### config.mk
export PLATFORM = sky130hd
export DESIGN_NAME = mcu_host_mailbox_top
export DESIGN_NICKNAME = d
export VERILOG_FILES = /design/src/hw/rtl/mcu_mbox_pkg.sv /design/src/hw/rtl/mcu_host_mailbox_top.sv
export SDC_FILE = /design/constraint.sdc
export NUM_CORES = 1
export LEC_CHECK = 0
export BUFFER_PORTS_ARGS = -buffer_cell sky130_fd_sc_hd__buf_2
export CORE_MARGIN = 1.5
export CORE_UTILIZATION = 45
export CTS_CLUSTER_DIAMETER = 30
export DETAILED_ROUTE_END_ITERATION = 6
export PLACE_DENSITY_LB_ADDON = 0.08
export SLEW_MARGIN = 20
export SYNTH_ARGS = -nofsm -noshare
export SYNTH_HDL_FRONTEND = slang
export SYNTH_SLANG_ARGS = --single-unit
### constraint.sdc
create_clock -name aclk -period 2.3 [get_ports aclk]
set_clock_uncertainty 0.05 [all_clocks]
set_input_delay 0.46 -clock aclk [delete_from_list [all_inputs] [get_ports aclk]]
set_output_delay 0.46 -clock aclk [all_outputs]
set_load 0.1 [all_outputs]
### src/hw/rtl/mcu_mbox_pkg.sv
// shared types and codes for the host/mcu byte mailbox
package mcu_mbox_pkg;

    typedef logic [2:0] req_code_t;

    localparam req_code_t REQ_HOST_WRITE  = 3'd0;
    localparam req_code_t REQ_HOST_READ   = 3'd1;
    localparam req_code_t REQ_HOST_STATUS = 3'd2;
    localparam req_code_t REQ_PORT_WRITE  = 3'd3;
    localparam req_code_t REQ_PORT_READ   = 3'd4;

    localparam logic [1:0] PORT_0 = 2'd0;
    localparam logic [1:0] PORT_1 = 2'd1;
    localparam logic [1:0] PORT_2 = 2'd2;
    localparam logic [1:0] PORT_3 = 2'd3;

    localparam logic CFG_DIP_A = 1'b0;
    localparam logic CFG_DIP_B = 1'b1;

    localparam logic [7:0] IRQ_CLEAR_BYTE = 8'hff;

    typedef struct packed {
        logic [2:0]  req_type;
        logic [1:0]  port;
        logic [7:0]  data;
        logic [31:0] player_inputs;
    } mbox_req_t;

    typedef struct packed {
        logic [7:0] read_data;
        logic       mcu_irq;
        logic       sub_cpu_reset;
    } mbox_rsp_t;

endpackage

### src/hw/rtl/mcu_host_mailbox_top.sv
// host/mcu byte mailbox: access register, state update and result register
//
// Usage: every beat on the s_ channel is one bus access (host data write,
// host data read, host status read, mcu port write or mcu port read). Each
// accepted beat produces exactly one beat on the m_ channel carrying the
// read byte (zero for writes), the mcu interrupt line and the sub-cpu reset
// line as they stand after the access.
// An accepted access is registered, then processed and its result put in
// the result register, which drives m_valid. Throughput is one access per
// cycle while the receiver does not stall; the state update for an access
// happens in the cycle it moves into the result register, so back-to-back
// accesses see each other in order. When the receiver stalls, the result
// register holds its beat and the access register holds one more; s_ready
// drops only when both are full. The dip switch banks are written through
// cfg_we / cfg_index / cfg_wdata (index 0 bank a, index 1 bank b); the user
// must write them only while no access is in flight, which the block does
// not enforce. Reset (aresetn low, synchronous) empties both registers and
// clears all latches, full flags, the interrupt flag and both output lines.
module mcu_host_mailbox_top
    import mcu_mbox_pkg::*;
(
    input  logic      aclk,
    input  logic      aresetn,
    input  logic      s_valid,
    output logic      s_ready,
    input  mbox_req_t s_data,
    output logic      m_valid,
    input  logic      m_ready,
    output mbox_rsp_t m_data,
    input  logic      cfg_we,
    input  logic      cfg_index,
    input  logic [7:0] cfg_wdata
);

    logic [7:0] dip_a_reg, dip_b_reg;
    logic [7:0] port0_reg, port0_next;
    logic [7:0] port1_reg, port1_next;
    logic [7:0] to_mcu_reg, to_mcu_next;
    logic [7:0] to_host_reg, to_host_next;
    logic       to_mcu_full_reg, to_mcu_full_next;
    logic       to_host_full_reg, to_host_full_next;
    logic       int_flag_reg, int_flag_next;
    logic       irq_reg, irq_next;
    logic       sub_rst_reg, sub_rst_next;

    mbox_req_t  req_reg;
    logic       req_valid_reg;
    mbox_rsp_t  rsp_reg, rsp_next;
    logic       rsp_valid_reg;

    logic       out_free;
    logic       advance;
    logic [1:0] sel;

    assign out_free = !rsp_valid_reg || m_ready;
    assign advance  = req_valid_reg && out_free;
    assign s_ready  = !req_valid_reg || out_free;
    assign m_valid  = rsp_valid_reg;
    assign m_data   = rsp_reg;

    always_comb begin
        port0_next        = port0_reg;
        port1_next        = port1_reg;
        to_mcu_next       = to_mcu_reg;
        to_host_next      = to_host_reg;
        to_mcu_full_next  = to_mcu_full_reg;
        to_host_full_next = to_host_full_reg;
        int_flag_next     = int_flag_reg;
        irq_next          = irq_reg;
        sub_rst_next      = sub_rst_reg;
        rsp_next.read_data = 8'd0;
        sel = 2'd0;
        case (req_reg.req_type)
            REQ_HOST_WRITE: begin
                to_mcu_next      = req_reg.data;
                to_mcu_full_next = 1'b1;
                int_flag_next    = 1'b0;
                irq_next         = 1'b1;
            end
            REQ_HOST_READ: begin
                to_host_full_next  = 1'b0;
                rsp_next.read_data = to_host_reg;
            end
            REQ_HOST_STATUS: begin
                rsp_next.read_data = {4'd0, to_mcu_full_reg, !to_host_full_reg, 2'd0};
            end
            REQ_PORT_WRITE: begin
                case (req_reg.port)
                    PORT_0: begin
                        // rising edge of bit 1 hands port 1 to the host
                        if (!port0_reg[1] && req_reg.data[1]) begin
                            to_host_full_next = 1'b1;
                            to_host_next      = port1_reg;
                        end
                        if (req_reg.data[0]) begin
                            to_mcu_full_next = 1'b0;
                        end
                        port0_next = req_reg.data;
                    end
                    PORT_1: begin
                        if (req_reg.data == IRQ_CLEAR_BYTE) begin
                            int_flag_next = 1'b1;
                            irq_next      = 1'b0;
                        end
                        port1_next = req_reg.data;
                    end
                    PORT_2: begin
                    end
                    default: begin
                        sub_rst_next = !req_reg.data[1];
                    end
                endcase
            end
            REQ_PORT_READ: begin
                case (req_reg.port)
                    PORT_0: begin
                        rsp_next.read_data = 8'd0;
                    end
                    PORT_1: begin
                        rsp_next.read_data = port0_reg[0] ? 8'd0 : to_mcu_reg;
                    end
                    PORT_2: begin
                        sel = port0_reg[3:2];
                        rsp_next.read_data = req_reg.player_inputs[{sel, 3'b000} +: 8];
                    end
                    default: begin
                        sel = port0_reg[6:5];
                        rsp_next.read_data = {dip_b_reg[{1'b1, sel}], dip_b_reg[{1'b0, sel}],
                                              dip_a_reg[{1'b1, sel}], dip_a_reg[{1'b0, sel}],
                                              to_host_full_reg, int_flag_reg, 2'd0};
                    end
                endcase
            end
            default: begin
            end
        endcase
        rsp_next.mcu_irq       = irq_next;
        rsp_next.sub_cpu_reset = sub_rst_next;
    end

    always_ff @(posedge aclk) begin
        if (!aresetn) begin
            dip_a_reg        <= 8'd0;
            dip_b_reg        <= 8'd0;
            port0_reg        <= 8'd0;
            port1_reg        <= 8'd0;
            to_mcu_reg       <= 8'd0;
            to_host_reg      <= 8'd0;
            to_mcu_full_reg  <= 1'b0;
            to_host_full_reg <= 1'b0;
            int_flag_reg     <= 1'b0;
            irq_reg          <= 1'b0;
            sub_rst_reg      <= 1'b0;
            req_valid_reg    <= 1'b0;
            rsp_valid_reg    <= 1'b0;
        end else begin
            if (cfg_we) begin
                case (cfg_index)
                    CFG_DIP_A: dip_a_reg <= cfg_wdata;
                    default:   dip_b_reg <= cfg_wdata;
                endcase
            end
            if (advance) begin
                port0_reg        <= port0_next;
                port1_reg        <= port1_next;
                to_mcu_reg       <= to_mcu_next;
                to_host_reg      <= to_host_next;
                to_mcu_full_reg  <= to_mcu_full_next;
                to_host_full_reg <= to_host_full_next;
                int_flag_reg     <= int_flag_next;
                irq_reg          <= irq_next;
                sub_rst_reg      <= sub_rst_next;
            end
            if (s_ready) begin
                req_valid_reg <= s_valid;
            end
            if (out_free) begin
                rsp_valid_reg <= req_valid_reg;
            end
        end
    end

    // payload registers, no reset
    always_ff @(posedge aclk) begin
        if (s_valid && s_ready) begin
            req_reg <= s_data;
        end
        if (advance) begin
            rsp_reg <= rsp_next;
        end
    end

endmodule

==> reports/results.ini <==
[job]
cap_violations=0

[grt]
grt_use_total_pct=18.3
grt_first_pass_wirelength_um=14100
grt_pass1_vias=2791
grt_max_degree=46
antenna_found_initial=0
overflow=0

[cts]
cts_root_buffer=clkbuf_8
clk_pin_slew_ps=110
cts_num_sinks=108
post_cts.repair.setup_buffers=0
numCtsBuffers=9
cts_resized=0
htree_num_levels=3
clk_latency_ps=370
ctsHoldBuffers=0
clockBufferDepth=2
cts_tree=built

[floorplan]
die_height_um=102
core_um2=9370
die_w_um=102
start_util_pct=46.9
rows=35
floorplan.die_area_um2=10400
pin_count=71

[placement]
dp_slack_ps=438
placedCellCount=554
numPortBuffers=70
gp_congestion=0.792
place_hpwl_um=6300

[synth]
synth_top_area_cell=edfxtp_1
async_flop_share_pct=0
synth_cells=369
synth_top_cell_area_share_pct=37.6
netlist_area_um2=4390
synth_edf_count=55
yosysWarnings=0
synth_top_cells_by_area=edfxtp_1 38%, dfxtp_1 24%, mux2i_1 8.7%
yosysSeqAreaShare_pct=61.8
yosysUniqueCellTypes=42
avgSynthCellArea_um2=11.9
synthFlopType=edfxtp_1
synth_nets=428
synth-seq-cells=108

[sta]
fin_setup_tns_ps=0
rsz0062_at_grt=no
finalSetupViolCount=0
worst_pin_slew_ps=559
layout_min_cycle_time_ps=1870
min_period_over_period_pct=81.4
final_max_slew_viol_count=0
finalWorstSetupSlack_ps=428
clock.fmax_mhz=534
hold_viol_final=0
relSlewSlack_pct=62.7

[drt]
drtIter0Drc=127
dr.pass1.iters=4
vias=2930
wl_um=8700
wire_per_inst_um=15.3
drc=0
antenna_left=0
via_per_inst=5.14

[worst_setup_path]
crit_required_ps=2380
worstSetupStartpointType=flop
worstPathArrival_ps=1950
path_class=reg2reg
cp_max_fo=10
end_kind=flop

[status]
status=finished, final reports clean

[layout]
layout.nets=495
instances_no_fill=570
final_util_pct=53.8
largest_register_ffs=45
drive_gt1_share_pct=25.9
area_delta_synth_final_pct=14.8
diodes=0

[power]
power.density_nw_per_um2=702
leakagePower_nw=1.97
irDropWorstVdd_uv=338

[hold_path]
min_path_type=in2reg

-- cells in the final DEF (no fill, tap or decap), types with 2 or more instances in the layout --
master    instances
a211oi_1          9
a21oi_1          32
a221o_1           2
a22o_1            4
a22oi_1           2
and2b_2           2
and3b_1           2
buf_2            70
buf_4             7
clkbuf_8          9
clkinv_4          2
dfxtp_1          52
edfxtp_1         55
inv_1             2
inv_6             2
mux2_2            4
mux2i_1          38
mux4_2            4
nand2_1          48
nand2b_1          7
nand3_1          11
nand4_1           3
nor2_1           27
nor2b_1          12
nor3_1            2
nor3b_2           2
o21ai_0           7
o22ai_1           4
or2_2             2
-- kinds of logic after synthesis --
kind of cell | share of synthesized area, %
multiplexers | 11.7
flip-flops | 61.8
AO/OA/AOI/OAI | 8.32
AND/OR/NAND/NOR | 14.9
buffers and inverters | 3.25
-- cell usage after synthesis (3+ instances only) --
cell      count
clkbuf_1     11
o22ai_1       4
buf_2         4
o21ai_0       7
nand4_1       3
mux2_2        4
mux2i_1      38
dfxtp_1      53
nand2_1      49
nand3_1      11
nand2b_1      7
a21oi_1      32
edfxtp_1     55
nor2_1       27
nor2b_1      12
mux4_2        4
a211oi_1      9
a22o_1        4
-- report_power, final --
part	internal [mW]	switching, mW	total [mW]	leakage (nW)
Sequential	2.10	0.0431	2.14	0.963
Combinational	0.0982	0.190	0.288	0.909
Clock	0.419	0.685	1.10	0.0965
-- area by class of cell --
| class | instances | area [um^2] |
|---|---|---|
| inverters | 3 | 11.3 |
| repair buffers | 78 | 423 |
| flip-flops and latches | 108 | 2710 |
| clock buffers | 9 | 124 |
| fillers | 877 | 4330 |
| well taps | 129 | 161 |
| clock inverters | 7 | 66.3 |
| multi-input cells | 236 | 1540 |
-- per-stage QoR --
stage	total power, mW	hold WS (ps)	cell area (um^2)
after floorplan	2.37	382	4400
after detailed placement	2.48	396	4850
after CTS	3.57	183	5040
final	3.54	202	5040
after global placement	2.48	393	4850
after global routing	3.68	174	5040
-- layer usage --
layer  global-route usage [%]  share of wire (%)
met4                     5.98               0.94
met3                     4.55                5.0
met1                     26.6                 50
met5                        0                  0
met2                     26.8                 44
-- worst paths after layout --
kind | start | end | slack [ps] | cells after the start
max | port0_reg[2]$_SDFFE_PN0P_ | m_data[3]$_DFFE_PP_ | 430 | 3
max reg2reg | port0_reg[2]$_SDFFE_PN0P_ | m_data[3]$_DFFE_PP_ | 430 | 3
min | s_data[4] | req_reg[4]$_DFFE_PP_ | 200 | 1
min reg2reg | dip_b_reg[2]$_SDFFE_PN0P_ | dip_b_reg[2]$_SDFFE_PN0P_ | 410 | 2
-- worst max-delay path, cell delays in order, from the launching register on --
cell     delay (ps)
dfxtp_1         620
mux4_2          570
nor2b_1         140
a221o_1         240
Note: power is estimated with default switching activity, not from simulation.
